## src/rtl/core/hsv2rgb_pkg.sv

```systemverilog
// Package for the HSV to RGB converter: field widths, sector codes and the
// fixed-point constants used by the pipeline.
// No dependencies.
package hsv2rgb_pkg;

    // Field widths
    localparam int HUE_W   = 9;
    localparam int PCT_W   = 7;
    localparam int SEC_W   = 3;
    localparam int K_W     = 6;
    localparam int PROD_W  = 14;   // v*(100-s) and v*s, at most 10000
    localparam int NUM_W   = 20;   // middle numerator, at most 600000

    // Arithmetic constants
    localparam logic [HUE_W-1:0] HUE_FULL_TURN = 9'd360;
    localparam logic [HUE_W-1:0] SECTOR_SPAN   = 9'd60;
    localparam logic [PCT_W-1:0] PERCENT_FULL  = 7'd100;

    // floor(x/100) = (x*RECIP_100) >> 20, exact for x below 43690
    localparam logic [PROD_W-1:0] RECIP_100   = 14'd10486;
    localparam int                RECIP_100_SH = 20;
    // floor(x/6000) = (x*RECIP_6000) >> 32, exact for x below 6.1M
    localparam logic [NUM_W-1:0]  RECIP_6000   = 20'd715828;
    localparam int                RECIP_6000_SH = 32;

    // Hue sectors, 60 degrees each
    typedef logic [SEC_W-1:0] sector_t;
    localparam sector_t SECTOR_0 = 3'd0;   // red top, green middle, blue bottom
    localparam sector_t SECTOR_1 = 3'd1;   // green top, red middle, blue bottom
    localparam sector_t SECTOR_2 = 3'd2;   // green top, blue middle, red bottom
    localparam sector_t SECTOR_3 = 3'd3;   // blue top, green middle, red bottom
    localparam sector_t SECTOR_4 = 3'd4;   // blue top, red middle, green bottom
    localparam sector_t SECTOR_5 = 3'd5;   // red top, blue middle, green bottom

    // Start angle of each sector
    function automatic logic [HUE_W-1:0] sector_base(input sector_t sec);
        logic [HUE_W-1:0] base;
        case (sec)
            SECTOR_0: base = 9'd0;
            SECTOR_1: base = 9'd60;
            SECTOR_2: base = 9'd120;
            SECTOR_3: base = 9'd180;
            SECTOR_4: base = 9'd240;
            default:  base = 9'd300;
        endcase
        return base;
    endfunction

endpackage

```

## src/rtl/core/hsv_to_rgb_convert_unit.sv

```systemverilog
// HSV to RGB converter, five-stage pipeline with per-stage valid bits.
// Depends on hsv2rgb_pkg.
//
// Usage:
//   Input channel (in_valid/in_ready) carries hue 0..359 degrees, saturation
//   and brightness 0..100 percent. Output channel (out_valid/out_ready)
//   carries red, green, blue 0..100 percent, one result beat per input beat,
//   in order. Hue above 359 is reduced by 360; saturation and brightness
//   above 100 are treated as 100.
//   Path: the edge that accepts a beat loads stage 1; the beat then passes
//   through stages 2..4 and then the output stage into the output register.
//   Throughput: one beat per cycle while out_ready is high; each stage holds
//   at most one beat, and the three multiply stages (v*(100-s), v*s; then the
//   numerator and the reciprocal multiply for /100; then the reciprocal
//   multiply for /6000) are each registered.
//   Stalls: each stage loads when it is empty or its successor loads, so
//   bubbles squeeze out and up to five beats are held while out_ready is
//   low; in_ready drops only when all five stages are full.
//   Reset: rst_n clears all valid bits; the pipeline starts empty.
module hsv_to_rgb_convert_unit (
    input  logic       clk,
    input  logic       rst_n,
    input  logic       in_valid,
    output logic       in_ready,
    input  logic [8:0] hue,
    input  logic [6:0] saturation,
    input  logic [6:0] brightness,
    output logic       out_valid,
    input  logic       out_ready,
    output logic [6:0] red,
    output logic [6:0] green,
    output logic [6:0] blue
);

    localparam int HW = hsv2rgb_pkg::HUE_W;
    localparam int PW = hsv2rgb_pkg::PCT_W;
    localparam int KW = hsv2rgb_pkg::K_W;
    localparam int XW = hsv2rgb_pkg::PROD_W;
    localparam int NW = hsv2rgb_pkg::NUM_W;

    // Stage load enables, back to front
    logic ld1, ld2, ld3, ld4, ld_out;
    logic v1_reg, v2_reg, v3_reg, v4_reg, out_valid_reg;

    assign ld_out   = !out_valid_reg || out_ready;
    assign ld4      = !v4_reg || ld_out;
    assign ld3      = !v3_reg || ld4;
    assign ld2      = !v2_reg || ld3;
    assign ld1      = !v1_reg || ld2;
    assign in_ready = ld1;

    always_ff @(posedge clk or negedge rst_n)
    begin
        if (!rst_n)
        begin
            v1_reg        <= 1'b0;
            v2_reg        <= 1'b0;
            v3_reg        <= 1'b0;
            v4_reg        <= 1'b0;
            out_valid_reg <= 1'b0;
        end
        else
        begin
            if (ld1)    v1_reg        <= in_valid;
            if (ld2)    v2_reg        <= v1_reg;
            if (ld3)    v3_reg        <= v2_reg;
            if (ld4)    v4_reg        <= v3_reg;
            if (ld_out) out_valid_reg <= v4_reg;
        end
    end

    // ---------------------------------------------------------------
    // Stage 1: range fixup, sector and sector offset
    // ---------------------------------------------------------------
    logic [HW-1:0]            hue_fix;
    hsv2rgb_pkg::sector_t     sec_next;
    logic [HW-1:0]            offs_full;
    logic [KW-1:0]            offs;
    logic [KW-1:0]            k_next;
    logic [PW-1:0]            sat_next, val_next;

    always_comb
    begin
        hue_fix = (hue >= hsv2rgb_pkg::HUE_FULL_TURN) ?
                  hue - hsv2rgb_pkg::HUE_FULL_TURN : hue;
        sat_next = (saturation > hsv2rgb_pkg::PERCENT_FULL) ?
                   hsv2rgb_pkg::PERCENT_FULL : saturation;
        val_next = (brightness > hsv2rgb_pkg::PERCENT_FULL) ?
                   hsv2rgb_pkg::PERCENT_FULL : brightness;
        // thermometer compare against sector boundaries
        sec_next = hsv2rgb_pkg::SECTOR_0;
        if (hue_fix >= 9'd60)  sec_next = hsv2rgb_pkg::SECTOR_1;
        if (hue_fix >= 9'd120) sec_next = hsv2rgb_pkg::SECTOR_2;
        if (hue_fix >= 9'd180) sec_next = hsv2rgb_pkg::SECTOR_3;
        if (hue_fix >= 9'd240) sec_next = hsv2rgb_pkg::SECTOR_4;
        if (hue_fix >= 9'd300) sec_next = hsv2rgb_pkg::SECTOR_5;
        offs_full = hue_fix - hsv2rgb_pkg::sector_base(sec_next);
        offs      = offs_full[KW-1:0];
        // k rises through even sectors, falls through odd ones
        k_next = sec_next[0] ? (hsv2rgb_pkg::SECTOR_SPAN[KW-1:0] - offs) : offs;
    end

    hsv2rgb_pkg::sector_t s1_sec_reg;
    logic [KW-1:0]        s1_k_reg;
    logic [PW-1:0]        s1_sat_reg, s1_val_reg;

    always_ff @(posedge clk)
    begin
        if (ld1 && in_valid)
        begin
            s1_sec_reg <= sec_next;
            s1_k_reg   <= k_next;
            s1_sat_reg <= sat_next;
            s1_val_reg <= val_next;
        end
    end

    // ---------------------------------------------------------------
    // Stage 2: products v*(100-s) and v*s
    // ---------------------------------------------------------------
    logic [PW-1:0] inv_sat;
    logic [XW-1:0] a_next, b_next;

    assign inv_sat = hsv2rgb_pkg::PERCENT_FULL - s1_sat_reg;
    assign a_next  = XW'(s1_val_reg) * XW'(inv_sat);
    assign b_next  = XW'(s1_val_reg) * XW'(s1_sat_reg);

    hsv2rgb_pkg::sector_t s2_sec_reg;
    logic [KW-1:0]        s2_k_reg;
    logic [PW-1:0]        s2_val_reg;
    logic [XW-1:0]        s2_a_reg, s2_b_reg;

    always_ff @(posedge clk)
    begin
        if (ld2 && v1_reg)
        begin
            s2_sec_reg <= s1_sec_reg;
            s2_k_reg   <= s1_k_reg;
            s2_val_reg <= s1_val_reg;
            s2_a_reg   <= a_next;
            s2_b_reg   <= b_next;
        end
    end

    // ---------------------------------------------------------------
    // Stage 3: middle numerator a*60 + b*k, bottom = a/100
    // ---------------------------------------------------------------
    logic [NW-1:0]   a60, bk, num_next;
    logic [2*XW-1:0] bot_prod;
    logic [PW-1:0]   bot_next;

    assign a60      = (NW'(s2_a_reg) << 6) - (NW'(s2_a_reg) << 2);
    assign bk       = NW'(s2_b_reg) * NW'(s2_k_reg);
    assign num_next = a60 + bk;
    assign bot_prod = (2*XW)'(s2_a_reg) * (2*XW)'(hsv2rgb_pkg::RECIP_100);
    assign bot_next = bot_prod[hsv2rgb_pkg::RECIP_100_SH +: PW];

    hsv2rgb_pkg::sector_t s3_sec_reg;
    logic [PW-1:0]        s3_val_reg, s3_bot_reg;
    logic [NW-1:0]        s3_num_reg;

    always_ff @(posedge clk)
    begin
        if (ld3 && v2_reg)
        begin
            s3_sec_reg <= s2_sec_reg;
            s3_val_reg <= s2_val_reg;
            s3_bot_reg <= bot_next;
            s3_num_reg <= num_next;
        end
    end

    // ---------------------------------------------------------------
    // Stage 4: middle = num/6000 by reciprocal multiply
    // ---------------------------------------------------------------
    logic [2*NW-1:0] mid_prod;
    logic [PW-1:0]   mid_next;

    assign mid_prod = (2*NW)'(s3_num_reg) * (2*NW)'(hsv2rgb_pkg::RECIP_6000);
    assign mid_next = mid_prod[hsv2rgb_pkg::RECIP_6000_SH +: PW];

    hsv2rgb_pkg::sector_t s4_sec_reg;
    logic [PW-1:0]        s4_val_reg, s4_bot_reg, s4_mid_reg;

    always_ff @(posedge clk)
    begin
        if (ld4 && v3_reg)
        begin
            s4_sec_reg <= s3_sec_reg;
            s4_val_reg <= s3_val_reg;
            s4_bot_reg <= s3_bot_reg;
            s4_mid_reg <= mid_next;
        end
    end

    // ---------------------------------------------------------------
    // Output stage: route top/middle/bottom by sector
    // ---------------------------------------------------------------
    logic [PW-1:0] r_next, g_next, b_next_ch;

    always_comb
    begin
        case (s4_sec_reg)
            hsv2rgb_pkg::SECTOR_0:
            begin
                r_next = s4_val_reg; g_next = s4_mid_reg; b_next_ch = s4_bot_reg;
            end
            hsv2rgb_pkg::SECTOR_1:
            begin
                r_next = s4_mid_reg; g_next = s4_val_reg; b_next_ch = s4_bot_reg;
            end
            hsv2rgb_pkg::SECTOR_2:
            begin
                r_next = s4_bot_reg; g_next = s4_val_reg; b_next_ch = s4_mid_reg;
            end
            hsv2rgb_pkg::SECTOR_3:
            begin
                r_next = s4_bot_reg; g_next = s4_mid_reg; b_next_ch = s4_val_reg;
            end
            hsv2rgb_pkg::SECTOR_4:
            begin
                r_next = s4_mid_reg; g_next = s4_bot_reg; b_next_ch = s4_val_reg;
            end
            default:
            begin
                r_next = s4_val_reg; g_next = s4_bot_reg; b_next_ch = s4_mid_reg;
            end
        endcase
    end

    logic [PW-1:0] red_reg, green_reg, blue_reg;

    always_ff @(posedge clk)
    begin
        if (ld_out && v4_reg)
        begin
            red_reg   <= r_next;
            green_reg <= g_next;
            blue_reg  <= b_next_ch;
        end
    end

    assign out_valid = out_valid_reg;
    assign red       = red_reg;
    assign green     = green_reg;
    assign blue      = blue_reg;

`ifndef SYNTHESIS
    // Input stalls only when every stage holds a beat and the sink stalls
    a_full_stall: assert property (@(posedge clk) disable iff (!rst_n)
        !in_ready |-> (v1_reg && v2_reg && v3_reg && v4_reg && out_valid_reg && !out_ready))
        else $error("in_ready low while pipeline not full");

    // Sector code stays within the six sectors
    a_sector_range: assert property (@(posedge clk) disable iff (!rst_n)
        v4_reg |-> (s4_sec_reg <= hsv2rgb_pkg::SECTOR_5))
        else $error("sector code out of range");

    // Channel ordering: bottom <= middle <= top
    a_channel_order: assert property (@(posedge clk) disable iff (!rst_n)
        v4_reg |-> (s4_bot_reg <= s4_mid_reg && s4_mid_reg <= s4_val_reg))
        else $error("bottom/middle/top out of order");

    // Every delivered channel lies in 0..100
    a_out_range: assert property (@(posedge clk) disable iff (!rst_n)
        out_valid |-> (red <= 7'd100 && green <= 7'd100 && blue <= 7'd100))
        else $error("output channel above 100 percent");
`endif

endmodule
```

## config.mk

```make
export PLATFORM = sky130hd
export DESIGN_NAME = hsv_to_rgb_convert_unit
export DESIGN_NICKNAME = d
export VERILOG_FILES = /design/src/rtl/core/hsv2rgb_pkg.sv /design/src/rtl/core/hsv_to_rgb_convert_unit.sv
export SDC_FILE = /design/constraint.sdc
export NUM_CORES = 1
export LEC_CHECK = 0
export ABC_AREA = 1
export BUFFER_PORTS_ARGS = -buffer_cell sky130_fd_sc_hd__buf_2
export CAP_MARGIN = 20
export CORE_MARGIN = 3
export CORE_UTILIZATION = 66
export CTS_CLUSTER_DIAMETER = 80
export CTS_CLUSTER_SIZE = 24
export DETAILED_ROUTE_END_ITERATION = 8
export PLACE_DENSITY = 0.84
export SYNTH_ARGS = -nofsm -noshare
export SYNTH_HDL_FRONTEND = slang
export SYNTH_SLANG_ARGS = --single-unit
```

## constraint.sdc

```tcl
create_clock -name clk -period 6.25 [get_ports clk]
set_input_delay 0.625 -clock clk [delete_from_list [all_inputs] [get_ports clk]]
set_output_delay 0.625 -clock clk [all_outputs]
set_load 0.05 [all_outputs]
```

==> metrics.yaml, run 1 <==
rows: 66
crit_path_end_kind: "register"
path_max_fanout: 8
finalCritPeriodShare_pct: 93.43
grt_pass1_vias: 17036
synth_cell_types: 44
path_class: "register to register"
synth_common_cells: "inv_1, nand2_1, ha_1"
die_w_um: 188.7
synth_top_area_share_pct: 28.35
setup_viol: 0
die_area_um2: 35610
antenna_found_initial: 0
synth-edff-count: 148
drc: 0
syn-cell-area_um2: 22030
critPathRequiredTime_ns: 6.45
drive_gt1_share_pct: 5.359
die_height_um: 188.7
gp_congestion: 0.9234
wire_per_inst_um: 17.93
r2r_cells: 23
antenna_cells: 0
io_buffer_count: 49
fmax_ghz: 0.1712
ys.flop_type: "edfxtp_1"
rsz0062_at_grt: "no"
core_um2: 32700
drv_cap: 0
synth_area_leaders: "fa_1, ha_1, edfxtp_1, inv_1, nand2_1"
final_antenna_net_count: 0
min_path_type: "input pin to register"
grt.total_usage_pct: 30.05
drt_wl_total_mm: 51.08
viasPerCell: 5.573
hpwl_mm: 41.65
period_minus_slack_ns: 5.840
whs_path_depth: 1
critPathLaunchType: "register"
status: "complete, no violations"
cts_num_sinks: 153
grt_pass1_wl_mm: 84.75
drv_slew: 0
overflow: 0
initialDrtViolationCount: 1201
ys_seq_elements: 153
critPathArrivalTime_ns: 6.04
clk_pin_slew_ns: 0.07
synthArstFlopShare_pct: 3.268
largest_register_ffs: 20
root_buffer: "clkbuf_16"
max_slew_margin_pct: 34.69
synth.yosys.warnings: 0
start_util_pct: 67.37
nNetsFinal: 3094
dr.pass1.iters: 6
ioPinCount: 50
clockBufferDepth: 2
yosysSeqAreaShare_pct: 20.74
hold_violations: 0
grt_max_degree: 44
fin_setup_tns_ns: 0
fin_skew_ns: 0.01562
worstMarginPinSlew_ns: 0.9786
synth_most_common_cell: "inv_1"
clk-insertion-delay-late_ns: 0.46
synth_top_area_cell: "fa_1"
netlist_instances: 2343
via_count: 15878
syn_nets: 3043
syn_to_final_growth_pct: 6.378
htreeDepth: 4
cts_tree: "yes"
cts-buffers-inserted: 17
postSynthAreaPerCell_um2: 9.402
## timing repair
item                                    4_1_cts  5_1_grt
resized for setup                             0        2
endpoints found under the setup margin        0        1
setup buffers                                 0        3
hold buffers                                  1        0
endpoints found under the hold margin         5        0
## critical path, cell delays in order (launching register included)
cell and delay, ns:
edfxtp_1 0.47, inv_1 0.09, ha_1 0.20, or2_2 0.30
nand2_1 0.07, or2_2 0.11, nand2_1 0.06, or2_2 0.28
nand2_1 0.10, inv_1 0.10, nand2_1 0.10, fa_1 0.43
fa_1 0.54, fa_1 0.57, inv_1 0.07, fa_1 0.50
ha_1 0.38, nand2_1 0.12, nor3_1 0.22, a21oi_1 0.15
o21ai_1 0.26, a21oi_1 0.16, o21bai_1 0.18, xor2_1 0.10
## cell families after synthesis
logic type,synth area share (%)
xor gates and xnor gates,2.465
AOI/OAI and AO/OA,5.367
adders and majority gates,48.86
DFF,20.74
buffers and inverters,10.81
and+or+nand+nor,11.76
## cells in the final DEF (no fill, tap or decap), types with 4 or more instances in the layout
cell       Yosys  routed
nor2_2         3       4
o21a_1         5       5
nor4_1         4       4
or2_2          7       7
edfxtp_1     148     148
ha_1         361     361
inv_6          0       4
o21ai_1        3       5
fa_1         312     312
nand3_2        4       4
xnor2_1       19      19
o211ai_1      10      10
nand3_1       55      55
xor2_1        43      43
inv_2          4       4
buf_2          1      49
nand2_1      409     409
nor2_1        97      95
o221ai_1       9       9
buf_4          0       6
a21oi_1       91      91
clkbuf_16      0      17
a21o_1         7       7
a31oi_1        9       9
o2111ai_1      6       6
dfrtp_1        5       5
nand2_4        5       5
o21bai_1       5       5
nand4_1        8       8
nand2_2        9       9
nor3_1        13      13
o21ai_0       42      40
inv_1        605     605
## layout make-up
| class | instances | area, um2 |
|---|---|---|
| Tap cell | 442 | 553.0 |
| Fill cell | 2391 | 9266 |
| Multi-Input combinational cell | 1556 | 15090 |
| Inverter | 609 | 2286 |
| Clock buffer | 18 | 439.2 |
| Timing Repair Buffer | 57 | 320.3 |
| Clock inverter | 14 | 177.7 |
| Sequential cell | 153 | 4569 |
## path summary, 6_finish.rpt
path	from	endpoint	slack, ns
min in group asynchronous	rst_n	v4_reg	0.52
min	saturation[6]	s1_sat_reg[6]	0.37
max in group asynchronous	rst_n	v3_reg	5.59
max	s1_sat_reg[0]	s2_a_reg[12]	0.41
max reg2reg	s1_sat_reg[0]	s2_a_reg[12]	0.41
min reg2reg	s1_k_reg[0]	s2_k_reg[0]	0.42
## per-stage QoR
step                setup slack [ns]  std cells  util, %  area, um2  hold slack [ns]
finish                        0.4104       2849    71.66      23440           0.3700
global route                 0.03260       2849    71.66      23440           0.3563
CTS                           0.4168       2845    71.53      23390           0.3455
detailed placement            0.6203       2812    69.62      22770           0.4057
global placement              0.8858       2812    69.62      22770           0.4005
floorplan                     0.9927       2343        -      22030           0.3294
## per-layer routing
| metal | track usage (%) | vias to the layer above | share of wire, % |
|---|---|---|---|
| li1 | - | 7420 | - |
| met1 | 38.75 | 7693 | 40 |
| met2 | 52.14 | 601 | 49 |
| met3 | 4.298 | 164 | 6.1 |
| met4 | 10.89 | 0 | 4.3 |
| met5 | 0 | - | 0 |
Power of run 1 is left out: the tool's default activity adds up to more than one toggle a clock period on the data nets, which glitch-free logic cannot reach.
==> run 2: changes to the inputs <==
- BUFFER_PORTS_ARGS: -buffer_cell sky130_fd_sc_hd__buf_2 -> -buffer_cell sky130_fd_sc_hd__buf_4
- SETUP_SLACK_MARGIN: default -> 0.02
==> metrics.yaml, run 2 (synthesized netlist as in run 1, its figures left out) <==
clk-insertion-delay-late_ns: 0.45  # about the same
finalCritPeriodShare_pct: 90.92  # -2.5 points
die_w_um: 188.7  # unchanged
path_max_fanout: 8  # unchanged
path_class: "register to register"
clockBufferDepth: 2  # unchanged
cts_tree: "yes"
antenna_found_initial: 0  # unchanged
crit_buf_inv: 3  # unchanged
root_buffer: "clkbuf_16"
critPathArrivalTime_ns: 5.88  # -0.16 ns
hpwl_mm: 41.44  # -0.49%
wire_per_inst_um: 17.48  # -2.5%
initialDrtViolationCount: 948  # -21%
slowest_delay_ns: 0.56  # about the same
drv_slew: 0  # unchanged
cts-buffers-inserted: 17  # unchanged
max_slew_margin_pct: 36.18  # +1.5 points
worst_path_max_delay_cell: "fa_1"
grt_pass1_vias: 17206  # +1.0%
final_common_cell: "inv_1"
dr.pass1.iters: 5  # -1
rsz0062_at_grt: "no"
drive_gt1_share_pct: 5.241  # -0.12 points
r2r-start: "s1_sat_reg[1]"
cp_top_family: "adder cells"
crit_path_end_kind: "register"
drv_cap: 0  # unchanged
ioPinCount: 50  # unchanged
min_from: "brightness[5]"
start_util_pct: 67.37  # unchanged
die_area_um2: 35610  # unchanged
htreeDepth: 4  # unchanged
gp_congestion: 0.9274  # +0.43%
fmax_ghz: 0.1760  # +2.8%
worstMarginPinSlew_ns: 0.9563  # -0.02225 ns
grt.total_usage_pct: 29.59  # -0.46 points
post-cts-setup-buffers: 0  # unchanged
fin_setup_tns_ns: 0  # unchanged
core_um2: 32700  # unchanged
syn_to_final_growth_pct: 6.872
viasPerCell: 5.523  # -0.90%
drt_wl_total_mm: 49.76  # -2.6%
r2r_cells: 23  # unchanged
grt_max_degree: 44  # unchanged
hold_path_end: "s1_val_reg[5]"
cpMostUsedCell: "nand2_1"
io_buffer_count: 49  # unchanged
ff2ff_setup_slack_ns: 0.57  # +0.16 ns
antenna_cells: 0  # unchanged
whs_path_depth: 1  # unchanged
overflow: 0  # unchanged
setup_viol: 0  # unchanged
die_height_um: 188.7  # unchanged
layout_common_cells: "inv_1, nand2_1, ha_1, fa_1, edfxtp_1"
fill_cells: 2373  # -0.75%
via_count: 15719  # -1.0%
critPathRequiredTime_ns: 6.45  # about the same
path_cells: "inv_1 > ha_1 > or2_2 > nand2_1 > or2_2 > nand2_1 > or2_2 > nand2_1 > inv_1 > nand2_1 > fa_1 > fa_1 > fa_1 > inv_1 > fa_1 > ha_1 > nand2_1 > o21ai_0 > a21oi_1 > o21ai_0 > a21oi_1 > o21bai_1 > xor2_1"
fin_skew_ns: 0.01341  # -0.002210 ns
rows: 66  # unchanged
nNetsFinal: 3091  # -0.097%
rr_endpoint: "s2_a_reg[12]"
largest_register_ffs: 20  # unchanged
cts_num_sinks: 153  # unchanged
hold_violations: 0  # unchanged
drc: 0  # unchanged
clk_pin_slew_ns: 0.07  # about the same
critPathLaunchType: "register"
period_minus_slack_ns: 5.683  # -0.1568 ns
final_antenna_net_count: 0  # unchanged
min_path_type: "input pin to register"
grt_pass1_wl_mm: 83.61  # -1.4%
status: "complete, no violations"
## run 2: cell types whose count changed in the layout (fill, tap and decap cells not counted), sizes merged
cell	before	now
buf	56	53
bufinv	2	3
clkbuf	18	17
clkinvlp	2	1
inv	616	617
## run 2: stage by stage
| stage | util [%] | area, um2 | hold slack (ns) | instances | setup slack (ns) |
|---|---|---|---|---|---|
| after global routing | 72.00 | 23540 | 0.3421 | 2846 | 0.2067 |
| after detailed placement | 69.99 | 22890 | 0.4061 | 2812 | 0.6770 |
| final | 72.00 | 23540 | 0.3611 | 2846 | 0.5672 |
| after global placement | 69.99 | 22890 | 0.4019 | 2812 | 0.8787 |
| after floorplan | - | 22030 | 0.3294 | 2343 | 0.9927 |
| after CTS | 71.94 | 23520 | 0.3411 | 2845 | 0.6076 |
## run 2: layer usage
metal	GRT usage [%]	share of wire (%)	vias up	wire [um]
li1	-	-	7416	-
met1	37.34	41	7653	20200
met2	51.19	50	514	24830
met3	4.651	5.4	136	2680
met4	12.23	4.1	0	2047
met5	0	0	-	0
## run 2: worst max path at each step
stage	from	depth (start not counted)	slack, ns	endpoint
floorplan	s1_sat_reg[1]	24	0.99	s2_a_reg[12]
global placement	s1_sat_reg[1]	23	0.88	s2_a_reg[12]
detailed placement	s1_sat_reg[1]	23	0.68	s2_a_reg[12]
CTS	s1_sat_reg[1]	23	0.61	s2_a_reg[12]
global route	s1_sat_reg[1]	23	0.21	s2_a_reg[12]
finish	s1_sat_reg[1]	23	0.57	s2_a_reg[12]
## run 2: cell type report
class | count | area [um2] | area share (%)
Sequential cell | 153 | 4569 | 19.41
Multi-Input combinational cell | 1556 | 15090 | 64.09
Tap cell | 442 | 553.0 | 2.349
Inverter | 609 | 2286 | 9.709
Timing Repair Buffer | 54 | 420.4 | 1.786
Clock buffer | 17 | 425.4 | 1.807
Clock inverter | 15 | 200.2 | 0.8503
## run 2: timing repair
item / CTS / global route
hold endpoints to repair: 5 / 0
hold buffers: 1 / 0
gates resized for setup: 0 / 0
## run 2: worst register-to-register path: stages, from the launching register on
cell and delay [ns]:
edfxtp_1 0.47, inv_1 0.10, ha_1 0.22, or2_2 0.31, nand2_1 0.08, or2_2 0.11, nand2_1 0.05, or2_2 0.28
nand2_1 0.10, inv_1 0.10, nand2_1 0.10, fa_1 0.43, fa_1 0.52, fa_1 0.56, inv_1 0.06, fa_1 0.48
ha_1 0.38, nand2_1 0.09, o21ai_0 0.19, a21oi_1 0.10, o21ai_0 0.31, a21oi_1 0.12, o21bai_1 0.18, xor2_1 0.09
Power of run 2 is left out for the same reason.
